## src/design/sct_pkg.sv

```systemverilog
// Shared types and fixed constants for the Taylor-series sine/cosine unit.
// Holds the beat structs, the sequencer state type and the multiply/divide request.
// No dependencies.
package sct_pkg;

  localparam int unsigned ANGLE_FRAC = 28;
  localparam int unsigned VALUE_W    = 30;
  localparam int unsigned TERMS_W    = 6;
  localparam int unsigned TOL_W      = 8;

  localparam logic signed [31:0] ANGLE_LIMIT = 32'sd1686629713;
  localparam logic [63:0]        PI_HALF_Q40 = 64'd1727108826179;

  typedef struct packed {
    logic              kind;
    logic signed [31:0] angle;
  } sct_in_t;

  typedef struct packed {
    logic signed [VALUE_W-1:0] value;
    logic [TERMS_W-1:0]        terms_used;
  } sct_out_t;

  typedef enum logic [3:0] {
    ST_IDLE,
    ST_MAG,
    ST_ARG,
    ST_ABS,
    ST_MUL1,
    ST_DIV1,
    ST_MUL2,
    ST_DIV2,
    ST_ACC,
    ST_SIGN,
    ST_CLAMP,
    ST_OUT
  } sct_state_e;

  typedef enum logic {
    MDU_MUL,
    MDU_DIV
  } sct_op_e;

  typedef struct packed {
    logic    start;
    sct_op_e op;
  } sct_mdu_req_t;

endpackage

```

## src/design/sct_mdu.sv

```systemverilog
// Shared iterative multiply/divide unit of the sine/cosine unit.
// Multiply: 16-bit chunks per cycle, result scaled down by FRAC_BITS; divide: radix 4.
// Depends on sct_pkg.
module sct_mdu import sct_pkg::*; #(
  parameter int unsigned FRAC_BITS = 28,
  parameter int unsigned MAX_TERMS = 32
) (
  input  logic                               clk_i,
  input  logic                               rst_ni,
  input  sct_mdu_req_t                       req_i,
  input  logic [FRAC_BITS+8:0]               op_a_i,
  input  logic [FRAC_BITS+2:0]               op_b_i,
  input  logic [$clog2(MAX_TERMS+1):0]       div_i,
  output logic                               done_o,
  output logic [FRAC_BITS+11:0]              res_o
);

  localparam int unsigned AW   = FRAC_BITS + 3;
  localparam int unsigned TW   = FRAC_BITS + 9;
  localparam int unsigned MW   = FRAC_BITS + 12;
  localparam int unsigned DW   = $clog2(MAX_TERMS + 1) + 1;
  localparam int unsigned CW   = 16;
  localparam int unsigned NC   = (AW + CW - 1) / CW;
  localparam int unsigned BPW  = NC * CW;
  localparam int unsigned PW   = TW + BPW;
  localparam int unsigned QB   = MW + (MW % 2);
  localparam int unsigned ST   = QB / 2;
  localparam int unsigned CNTW = $clog2(ST);

  logic            busy_q, busy_d;
  logic            done_q, done_d;
  sct_op_e         op_q, op_d;
  logic [CNTW-1:0] cnt_q, cnt_d;
  logic [TW-1:0]   opa_q, opa_d;
  logic [PW-1:0]   acc_q, acc_d;
  logic [DW-1:0]   rem_q, rem_d;
  logic [QB-1:0]   quo_q, quo_d;
  logic [DW-1:0]   d1_q, d1_d;
  logic [DW:0]     d2_q, d2_d;
  logic [DW+1:0]   d3_q, d3_d;
  logic [MW-1:0]   res_q, res_d;

  logic [BPW-1:0]   bpad;
  logic [CW-1:0]    chunk;
  logic [TW+CW-1:0] prod;
  logic [PW-1:0]    acc_nx;
  logic [DW+1:0]    r4;
  logic [DW+1:0]    rdiff;
  logic [1:0]       qd;
  logic [QB-1:0]    quo_nx;

  assign bpad   = BPW'(op_b_i);
  assign chunk  = CW'(bpad >> (cnt_q * CW));
  assign prod   = opa_q * chunk;
  assign acc_nx = (acc_q << CW) + PW'(prod);
  assign r4     = {rem_q, quo_q[QB-1 -: 2]};

  always_comb begin
    if (r4 >= d3_q) begin
      qd    = 2'd3;
      rdiff = r4 - d3_q;
    end else if (r4 >= (DW+2)'(d2_q)) begin
      qd    = 2'd2;
      rdiff = r4 - (DW+2)'(d2_q);
    end else if (r4 >= (DW+2)'(d1_q)) begin
      qd    = 2'd1;
      rdiff = r4 - (DW+2)'(d1_q);
    end else begin
      qd    = 2'd0;
      rdiff = r4;
    end
  end

  assign quo_nx = {quo_q[QB-3:0], qd};

  always_comb begin
    busy_d = busy_q;
    done_d = 1'b0;
    op_d   = op_q;
    cnt_d  = cnt_q;
    opa_d  = opa_q;
    acc_d  = acc_q;
    rem_d  = rem_q;
    quo_d  = quo_q;
    d1_d   = d1_q;
    d2_d   = d2_q;
    d3_d   = d3_q;
    res_d  = res_q;
    if (req_i.start) begin
      busy_d = 1'b1;
      op_d   = req_i.op;
      if (req_i.op == MDU_MUL) begin
        cnt_d = CNTW'(NC - 1);
        acc_d = '0;
        opa_d = op_a_i;
      end else begin
        cnt_d = CNTW'(ST - 1);
        rem_d = '0;
        quo_d = QB'(res_q);
        d1_d  = div_i;
        d2_d  = {div_i, 1'b0};
        d3_d  = (DW+2)'(div_i) + (DW+2)'({div_i, 1'b0});
      end
    end else if (busy_q) begin
      cnt_d = cnt_q - 1'b1;
      if (op_q == MDU_MUL) begin
        acc_d = acc_nx;
      end else begin
        rem_d = rdiff[DW-1:0];
        quo_d = quo_nx;
      end
      if (cnt_q == '0) begin
        busy_d = 1'b0;
        done_d = 1'b1;
        res_d  = (op_q == MDU_MUL) ? acc_nx[FRAC_BITS +: MW] : quo_nx[MW-1:0];
      end
    end
  end

  always_ff @(posedge clk_i or negedge rst_ni) begin
    if (!rst_ni) begin
      busy_q <= 1'b0;
      done_q <= 1'b0;
      op_q   <= MDU_MUL;
      cnt_q  <= '0;
    end else begin
      busy_q <= busy_d;
      done_q <= done_d;
      op_q   <= op_d;
      cnt_q  <= cnt_d;
    end
  end

  always_ff @(posedge clk_i) begin
    opa_q <= opa_d;
    acc_q <= acc_d;
    rem_q <= rem_d;
    quo_q <= quo_d;
    d1_q  <= d1_d;
    d2_q  <= d2_d;
    d3_q  <= d3_d;
    res_q <= res_d;
  end

  assign done_o = done_q;
  assign res_o  = res_q;

endmodule

```

## src/design/sine_cosine_taylor_series_unit.sv

```systemverilog
// Top level of the Taylor-series sine/cosine unit: sequencer, argument and result stages.
// Depends on sct_pkg and sct_mdu.
//
// Usage: an input beat carries kind (0 sine, 1 cosine) and a signed Q3.28 angle; the
// result beat carries a signed Q1.28 value and the count of terms added after the first.
// Both channels use valid/ready. One beat is worked on at a time: in_ready_o is high
// only while the sequencer is idle. The result sits in an output register, so a new
// beat is taken while the previous result still waits; the sequencer holds at its last
// step only if that register is still full when the next result is done.
// Each term takes two multiplies, done in 16-bit chunks of the argument magnitude, and
// two radix-4 divides, all on the single shared multiply/divide unit; a new beat is
// taken only once the previous one has left the sequencer.
// term_tolerance is written through cfg_we_i/cfg_wdata_i, only while idle; the user
// must keep to this, as the block itself does not enforce it.
// Reset clears the sequencer, the output valid and the tolerance (to 0); no clearing
// pass is needed. A stalled receiver holds the result beat unchanged until taken.
module sine_cosine_taylor_series_unit import sct_pkg::*; #(
  parameter int unsigned MAX_TERMS = 32,
  parameter int unsigned FRAC_BITS = 28
) (
  input  logic             clk_i,
  input  logic             rst_ni,
  input  logic             in_valid_i,
  output logic             in_ready_o,
  input  sct_in_t          in_data_i,
  output logic             out_valid_o,
  input  logic             out_ready_i,
  output sct_out_t         out_data_o,
  input  logic             cfg_we_i,
  input  logic [TOL_W-1:0] cfg_wdata_i
);

  localparam int unsigned AW     = FRAC_BITS + 3;
  localparam int unsigned XW     = FRAC_BITS + 5;
  localparam int unsigned TW     = FRAC_BITS + 9;
  localparam int unsigned MW     = FRAC_BITS + 12;
  localparam int unsigned SW     = FRAC_BITS + 12;
  localparam int unsigned NW     = $clog2(MAX_TERMS + 1);
  localparam int unsigned DW     = NW + 1;
  localparam int unsigned UP_SH  = (FRAC_BITS >= ANGLE_FRAC) ? FRAC_BITS - ANGLE_FRAC : 0;
  localparam int unsigned DN_SH  = (FRAC_BITS < ANGLE_FRAC) ? ANGLE_FRAC - FRAC_BITS : 0;
  localparam int unsigned PH_SH  = 40 - FRAC_BITS;
  localparam int unsigned PH_RND = (PH_SH > 0) ? PH_SH - 1 : 0;
  localparam logic [63:0] PI_HALF = (PH_SH == 0) ? PI_HALF_Q40 :
                                    ((PI_HALF_Q40 + (64'd1 << PH_RND)) >> PH_SH);

  sct_state_e state_q, state_d;
  logic launched_q, launched_d;
  logic out_valid_q, out_valid_d;
  logic [TOL_W-1:0] tol_q;

  logic                     kind_q, kind_d;
  logic signed [31:0]       ang_q, ang_d;
  logic                     aneg_q, aneg_d;
  logic [30:0]              mag_q, mag_d;
  logic signed [XW-1:0]     x_q, x_d;
  logic                     neg_q, neg_d;
  logic [AW-1:0]            ax_q, ax_d;
  logic [TW-1:0]            t_q, t_d;
  logic [NW-1:0]            n_q, n_d;
  logic signed [SW-1:0]     sum_q, sum_d;
  logic                     fsgn_q, fsgn_d;
  logic [FRAC_BITS:0]       fmag_q, fmag_d;
  sct_out_t                 out_q, out_d;

  sct_mdu_req_t     mdu_req;
  logic             mdu_done;
  logic [MW-1:0]    mdu_res;
  logic [DW-1:0]    mdu_div;

  logic signed [31:0]   ang_sat;
  logic [63:0]          mag_wide;
  logic [63:0]          tol_wide;
  logic [63:0]          q28_wide;
  logic [AW-1:0]        mag_int;
  logic [TW-1:0]        tol_int;
  logic signed [XW-1:0] ph_x;
  logic signed [XW-1:0] m_x;
  logic signed [XW-1:0] abs_x;
  logic signed [SW-1:0] t_ext;
  logic signed [SW-1:0] one_s;
  logic signed [SW-1:0] abs_s;
  logic [VALUE_W-1:0]   q30;
  logic                 term_exit;

  assign ang_sat  = (in_data_i.angle > ANGLE_LIMIT)  ? ANGLE_LIMIT :
                    (in_data_i.angle < -ANGLE_LIMIT) ? -ANGLE_LIMIT : in_data_i.angle;
  assign mag_wide = (64'(mag_q) << UP_SH) >> DN_SH;
  assign tol_wide = (64'(tol_q) << UP_SH) >> DN_SH;
  assign q28_wide = (64'(fmag_q) << DN_SH) >> UP_SH;
  assign mag_int  = mag_wide[AW-1:0];
  assign tol_int  = tol_wide[TW-1:0];
  assign ph_x     = $signed(PI_HALF[XW-1:0]);
  assign m_x      = $signed(XW'(mag_int));
  assign abs_x    = x_q[XW-1] ? -x_q : x_q;
  assign t_ext    = $signed(SW'(t_q));
  assign one_s    = $signed(SW'(1) << FRAC_BITS);
  assign abs_s    = sum_q[SW-1] ? -sum_q : sum_q;
  assign q30      = q28_wide[VALUE_W-1:0];
  assign term_exit = (t_q <= tol_int) || (n_q == NW'(MAX_TERMS));
  assign mdu_div  = {n_q, (state_q == ST_DIV2)};

  always_comb begin
    state_d     = state_q;
    launched_d  = launched_q;
    out_valid_d = out_valid_q && !out_ready_i;
    kind_d      = kind_q;
    ang_d       = ang_q;
    aneg_d      = aneg_q;
    mag_d       = mag_q;
    x_d         = x_q;
    neg_d       = neg_q;
    ax_d        = ax_q;
    t_d         = t_q;
    n_d         = n_q;
    sum_d       = sum_q;
    fsgn_d      = fsgn_q;
    fmag_d      = fmag_q;
    out_d       = out_q;
    mdu_req     = '{start: 1'b0, op: MDU_MUL};
    in_ready_o  = 1'b0;
    unique case (state_q)
      ST_IDLE: begin
        in_ready_o = 1'b1;
        if (in_valid_i) begin
          kind_d  = in_data_i.kind;
          ang_d   = ang_sat;
          state_d = ST_MAG;
        end
      end
      ST_MAG: begin
        aneg_d  = ang_q[31];
        mag_d   = ang_q[31] ? 31'(-ang_q) : ang_q[30:0];
        state_d = ST_ARG;
      end
      ST_ARG: begin
        if (kind_q) begin
          x_d = aneg_q ? ph_x + m_x : ph_x - m_x;
        end else begin
          x_d = aneg_q ? -m_x : m_x;
        end
        state_d = ST_ABS;
      end
      ST_ABS: begin
        neg_d   = x_q[XW-1];
        ax_d    = abs_x[AW-1:0];
        t_d     = TW'(abs_x[AW-1:0]);
        sum_d   = $signed(SW'(abs_x[AW-1:0]));
        n_d     = NW'(1);
        state_d = ST_MUL1;
      end
      ST_MUL1, ST_MUL2, ST_DIV1, ST_DIV2: begin
        mdu_req.start = !launched_q;
        mdu_req.op    = (state_q == ST_DIV1 || state_q == ST_DIV2) ? MDU_DIV : MDU_MUL;
        launched_d    = 1'b1;
        if (mdu_done) begin
          launched_d = 1'b0;
          case (state_q)
            ST_MUL1: state_d = ST_DIV1;
            ST_DIV1: begin
              t_d     = mdu_res[TW-1:0];
              state_d = ST_MUL2;
            end
            ST_MUL2: state_d = ST_DIV2;
            default: begin
              t_d     = mdu_res[TW-1:0];
              state_d = ST_ACC;
            end
          endcase
        end
      end
      ST_ACC: begin
        sum_d = n_q[0] ? sum_q - t_ext : sum_q + t_ext;
        if (term_exit) begin
          state_d = ST_SIGN;
        end else begin
          n_d     = n_q + 1'b1;
          state_d = ST_MUL1;
        end
      end
      ST_SIGN: begin
        sum_d   = neg_q ? -sum_q : sum_q;
        state_d = ST_CLAMP;
      end
      ST_CLAMP: begin
        if (sum_q > one_s) begin
          fsgn_d = 1'b0;
          fmag_d = one_s[FRAC_BITS:0];
        end else if (sum_q < -one_s) begin
          fsgn_d = 1'b1;
          fmag_d = one_s[FRAC_BITS:0];
        end else begin
          fsgn_d = sum_q[SW-1];
          fmag_d = abs_s[FRAC_BITS:0];
        end
        state_d = ST_OUT;
      end
      ST_OUT: begin
        if (!out_valid_q || out_ready_i) begin
          out_d.value      = fsgn_q ? -$signed(q30) : $signed(q30);
          out_d.terms_used = TERMS_W'(n_q);
          out_valid_d      = 1'b1;
          state_d          = ST_IDLE;
        end
      end
      default: state_d = ST_IDLE;
    endcase
  end

  always_ff @(posedge clk_i or negedge rst_ni) begin
    if (!rst_ni) begin
      state_q     <= ST_IDLE;
      launched_q  <= 1'b0;
      out_valid_q <= 1'b0;
      tol_q       <= '0;
    end else begin
      state_q     <= state_d;
      launched_q  <= launched_d;
      out_valid_q <= out_valid_d;
      if (cfg_we_i) begin
        tol_q <= cfg_wdata_i;
      end
    end
  end

  always_ff @(posedge clk_i) begin
    kind_q <= kind_d;
    ang_q  <= ang_d;
    aneg_q <= aneg_d;
    mag_q  <= mag_d;
    x_q    <= x_d;
    neg_q  <= neg_d;
    ax_q   <= ax_d;
    t_q    <= t_d;
    n_q    <= n_d;
    sum_q  <= sum_d;
    fsgn_q <= fsgn_d;
    fmag_q <= fmag_d;
    out_q  <= out_d;
  end

  sct_mdu #(
    .FRAC_BITS (FRAC_BITS),
    .MAX_TERMS (MAX_TERMS)
  ) u_mdu (
    .clk_i  (clk_i),
    .rst_ni (rst_ni),
    .req_i  (mdu_req),
    .op_a_i (t_q),
    .op_b_i (ax_q),
    .div_i  (mdu_div),
    .done_o (mdu_done),
    .res_o  (mdu_res)
  );

  assign out_valid_o = out_valid_q;
  assign out_data_o  = out_q;

endmodule
```

## config.mk

```make
export PLATFORM = sky130hd
export DESIGN_NAME = sine_cosine_taylor_series_unit
export DESIGN_NICKNAME = d
export VERILOG_FILES = /design/src/design/sct_pkg.sv /design/src/design/sct_mdu.sv /design/src/design/sine_cosine_taylor_series_unit.sv
export SDC_FILE = /design/constraint.sdc
export NUM_CORES = 2
export LEC_CHECK = 0
export BUFFER_PORTS_ARGS = -buffer_cell sky130_fd_sc_hd__buf_4
export CORE_MARGIN = 3
export CORE_UTILIZATION = 60
export CTS_BUF_LIST = sky130_fd_sc_hd__clkbuf_2
export CTS_CLUSTER_DIAMETER = 200
export DETAILED_ROUTE_END_ITERATION = 10
export GPL_TIMING_DRIVEN = 0
export MAX_ROUTING_LAYER = met4
export PLACE_DENSITY_LB_ADDON = 0.15
export SYNTH_ARGS = -nofsm -noshare
export SYNTH_HDL_FRONTEND = slang
export SYNTH_SLANG_ARGS = --single-unit
```

## constraint.sdc

```tcl
create_clock -name clk_i -period 7.7 [get_ports clk_i]
set_input_delay 0.77 -clock clk_i [delete_from_list [all_inputs] [get_ports clk_i]]
set_output_delay 0.77 -clock clk_i [all_outputs]
set_load 0.1 [all_outputs]
```

Word level (Yosys, flattened, before mapping). Cells that the tools add are included. Widths: inputs -> output; s select.

$add $sub $neg: 16. $mul: 1. $lt $le $gt $ge: 8. Equal/unequal tests: 21. Shifts and indexed selects: 1. Muxes and demuxes: 57. Bitwise operators: 2. Reductions and logical operators: 29.

Operators by type and width (count): $mux 40 (7); $mux 52 (4); $pmux 40 s3 (1); $mux 33 (3); $mux 37 (2); $pmux 37 s2 (1); $add 68x53->68 (1); $mux 31 (2); $neg 31->31 (2); $mux 29 (2); $mul 37x16->53 (1); $mux 7 (7); $add 40x38->40 (1); $gt 40x30->1 const B (1); $lt 40x29->1 const B (1); $neg 40->40 (1); $sub 40x38->40 (1); $le 37x8->1 (1); $pmux 4 s9 (1); $neg 31->33 (1); $add 29x31->32 const A (1); $gt 32x32->1 const B (1); $lt 32x32->1 const B (1); $mux 32 (1); 36 further kinds (90).

Flip-flop bits (word level): 493. Input bits: 46. Output and inout bits: 38. Logic and storage cells: 166.

Depth between registers and ports, before layout.
Depth after elaboration: 7. Mapped depth: 29.

By module. A second synthesis with hierarchy kept.

Cells, all modules: 4933. Area, all modules: 47555.6 µm².

By module, submodules not included: sct_mdu (instances 1, cells an instance 3039, area an instance 29163.0 µm², sequential area each 5935.7 µm²); sine_cosine_taylor_series_unit (instances 1, cells an instance 1894, area an instance 18392.6 µm², sequential area each 8698.3 µm²).

Worst setup path before layout. OpenSTA, ideal clock, no wires.

Path type: reg2reg. Start: reg u_mdu.cnt_q[0]. End: reg u_mdu.res_q[31] (netlist: u_mdu.res_o[31]) (data pin). Arrival time: 7.605 ns. Data required time: 7.423 ns. Path slack: -0.182 ns. Cell stages (with the launch flop): 27. Path buffers: 4. Clock period less this slack: 7.882 ns. Path through: dfrtp_1 clkbuf_1 clkbuf_1 mux2i_1 nor2_1 clkbuf_1 nand2_1 fa_1 inv_1 fa_1 fa_1 fa_1 fa_1 inv_1 fa_1 inv_1 ha_1 a21o_1 a21o_1 a221o_1 a41oi_1 o21ai_0 a31o_2 a32oi_1 clkbuf_1 or3_1 a31oi_1.

Word-level cells in the longest chain between the ends: 4.

RTL lines: start, declared (line sct_mdu.sv:33) `logic [CNTW-1:0] cnt_q, cnt_d;`; start signal, assigned (line sct_mdu.sv:130) `cnt_q <= cnt_d;`; $shr 31x9->16 (line sct_mdu.sv:53) `assign chunk = CW'(bpad >> (cnt_q * CW));`; $mul 37x16->53 (line sct_mdu.sv:54) `assign prod = opa_q * chunk;`; $add 68x53->68 (line sct_mdu.sv:55) `assign acc_nx = (acc_q << CW) + PW'(prod);`; $mux 40 (line sct_mdu.sv:115) `res_d = (op_q == MDU_MUL) ? acc_nx[FRAC_BITS +: MW] : quo_nx[MW-1:0];`; end signal, assigned (line sct_mdu.sv:142) `res_q <= res_d;`; end, declared (line sct_mdu.sv:41) `logic [MW-1:0] res_q, res_d;`.

Every way passes these cells. A chain may end at the register's enable or synchronous reset.

Worst setup path after layout.
Start: reg u_mdu.cnt_q[2]. End: reg u_mdu.res_q[9] (netlist: u_mdu.res_o[9]) (data pin).

The elaborated chain is that of the path after synthesis.

==> metrics <==
RSZ-0062 raised after global routing true; worst-margin pin slew roughly 1.3 ns; Routed Wire Length 162900 um; Worst Path Max Fanout 8; TritonRoute pass-1 iters 7; port bufs slightly above 80; syn avg cell area slightly above 9 sq um; Routed WL per cell around 24 um; Synthesized Nets approximately 6.0k; grt ovf 0; slew margin rel. between 10% and 20%; 1st-iter DRT viols roughly 4.3k; Syn Inst Count about 5.2k; Place WS -2.305 ns; clk sink count roughly 500; post-synthesis sequential area ratio 30.22%; Clock Tree Buf Depth 3; Placed Cells incl. Taps around 6.3k; Non-Filler Instances 6738; hold violation total from the final report 0; Yosys warning count 0; largest net degree at the start of global routing 38; Die Area 84150 sq um; CTS Buf Count between 100 and 150; delay of the slowest cell on the worst path ~0.59 ns; Top Layer Used met4; Crit. End Element register; WP data required about 8.7 ns; vias per inst between 6 and 7; EDFF count, synth about 470; GPL Wtd Cong approximately 1.0; Layout area overhead 13.84%; crit start category register; WL met3 approximately 15000 um; ys flop type edfxtp_1; met1 WL a little under 60000 um; Die Height 290.1 um; via count 40.53k; vias in the first global route between 40k and 50k; initial antenna violation count 14; Root Driver clkbuf_2; H-tree lvl count 4; Seq cells post-synth roughly 490; Post-Syn Area about 48000 sq um; f_max approximately 0.13 GHz; CTS tree built; worst skew pair latency around 1.4 ns; crit path kind reg2reg; MaxCap Viol Count 0; Final setup viols 0; CP dominant cell by count fa_1; worst hold path class in2reg; drc violations 0; layout cells sized above 1 a little under an eighth; Finished Core Util around 69%; fin. max-slew vios 0; chip width about 290 um; crit path time final around 7.6 ns; Detail Route Antenna Nets 0; Detail Placement HPWL around 130000 um; CORE AREA slightly below 80000 sq um; slowest CP cell fa_1; outcome finished, final reports clean; global-route wire length before repair 241600 um; Layout Skew ~0.15 ns; layout net count about 6.4k; WHS 0.2490 ns; clock-pin slew on the worst setup and hold paths roughly 0.10 ns; Critical Path AT approximately 8.6 ns; register-to-register setup slack around 0.12 ns; Synth cell types 76; wire length on met2 74800 um; IO Count between 80 and 90; Initial Util between 60% and 70%; gr usage total 39.38%; Final Cycle Share 98.42%; row count 103; fin worst setup slack approximately 0.12 ns; ys async rst share 4.481%
==> path summary, 6_finish.rpt <==
check	to	from	cells past startpoint
max	u_mdu.res_o[9]$_DFFE_PP_	u_mdu.cnt_q[2]$_DFFE_PN0P_	25
min	kind_q$_DFFE_PP_	in_valid_i	2
max reg2reg	u_mdu.res_o[9]$_DFFE_PP_	u_mdu.cnt_q[2]$_DFFE_PN0P_	25
min reg2reg	out_data_o[6]$_DFFE_PP_	fmag_q[0]$_SDFFCE_PP0N_	0
max in group asynchronous	state_q[0]$_DFFE_PN0P_	rst_ni	4
min in group asynchronous	tol_q[6]$_DFFE_PN0P_	rst_ni	4
==> cells in the mapped netlist, types with 56 or more instances <==
cell	n	share of area (%)
fa_1	530	22
nand2_1	706	5.5
a21oi_1	227	2.3
ha_1	234	6.0
xnor2_1	196	3.5
clkbuf_1	230	1.8
a21o_1	78	1.2
nor2_1	379	2.9
nor3_1	56	0.58
xor2_1	106	1.9
inv_1	791	6.1
and2_1	270	3.5
o21ai_0	210	2.2
edfxtp_1	469	29
==> layer usage <==
metal	vias up	global-route usage (%)
li1	17860	-
met1	19800	47.73
met2	2268	61.40
met3	596	6.980
met4	0	24.83
met5	-	-
==> final cells by class <==
cell class | instances | area [sq um]
diodes | 12 | 30.03
fillers | 6312 | 24390
well taps | 1050 | 1314
inverters | 792 | 2973
clock inverters | 53 | 396.6
plain buffers | 218 | 1150
flip-flops and latches | 491 | 14630
repair buffers | 277 | 2587
multi-input cells | 3663 | 31130
clock buffers | 182 | 910.9
==> worst max-delay path: cells and delay by family, from the launching register on <==
family / cells / cell delay (ns)
adders and majority gates: 7 / 3.45
DFF: 1 / 0.42
xor gates and xnor gates: 1 / 0.53
buffers and inverters: 6 / 0.71
and+or+nand+nor: 6 / 1.06
AOI/OAI and AO/OA: 5 / 1.12
==> flip-flops by register name, summed over array words and instances, names as in the netlist, 29 cells and up <==
signal and flops:
ang_q 32, ax_q 31, fmag_q 29, mag_int 31
out_data_o 36, sum_q 40, t_q 37, u_mdu.acc_q 52
u_mdu.opa_q 37, u_mdu.quo_q 40, u_mdu.res_o 40, x_q 32
==> logic make-up after synthesis <==
kind of cell / after synthesis / share of synthesized area [%]
AO/OA/AOI/OAI: 813 / 10.59
XOR/XNOR: 302 / 5.462
adder cells (fa/ha/maj): 764 / 27.96
buffers and inverters: 1031 / 8.018
flip-flops: 491 / 30.22
multiplexers: 35 / 0.7390
AND/OR/NAND/NOR: 1749 / 17.01
==> placed cells by master, fill, tap and decap left out, types with 28 or more instances in the layout <==
master and count:
fa_2 28, fa_1 502, o21ai_0 200, nand4_1 34
clkbuf_1 162, nand2b_1 36, and2_1 266, edfxtp_1 469
dlygate4sd3_1 69, nand3_1 48, nor3_1 50, a21o_1 78
inv_1 790, clkbuf_2 191, xor2_1 104, a21oi_1 211
buf_4 179, nand2_1 702, or3_1 43, ha_4 32
o31ai_1 40, nor2_1 353, and3_1 31, xnor2_1 191
ha_1 199, or4_1 29
==> repair_timing <==
action,4_1_cts,5_1_grt
pin swaps,36,138
hold endpoints to repair,64,0
setup buffers,50,52
resized for setup,222,166
cloned,1,4
endpoints found under the setup margin,81,64
hold buffers,70,0
==> metrics by stage <==
step           setup TNS, ns  instance area [sq um]
6_report                   0                  55120
5_1_grt              -0.1564                  55110
4_1_cts                    0                  53930
3_5_place_dp         -127.56                  50700
3_3_place_gp         -167.61                  50360
2_1_floorplan              0                  48430
Power is not shown: default switching activity piles up to over one toggle a cycle in this logic, so the estimate is an artifact.
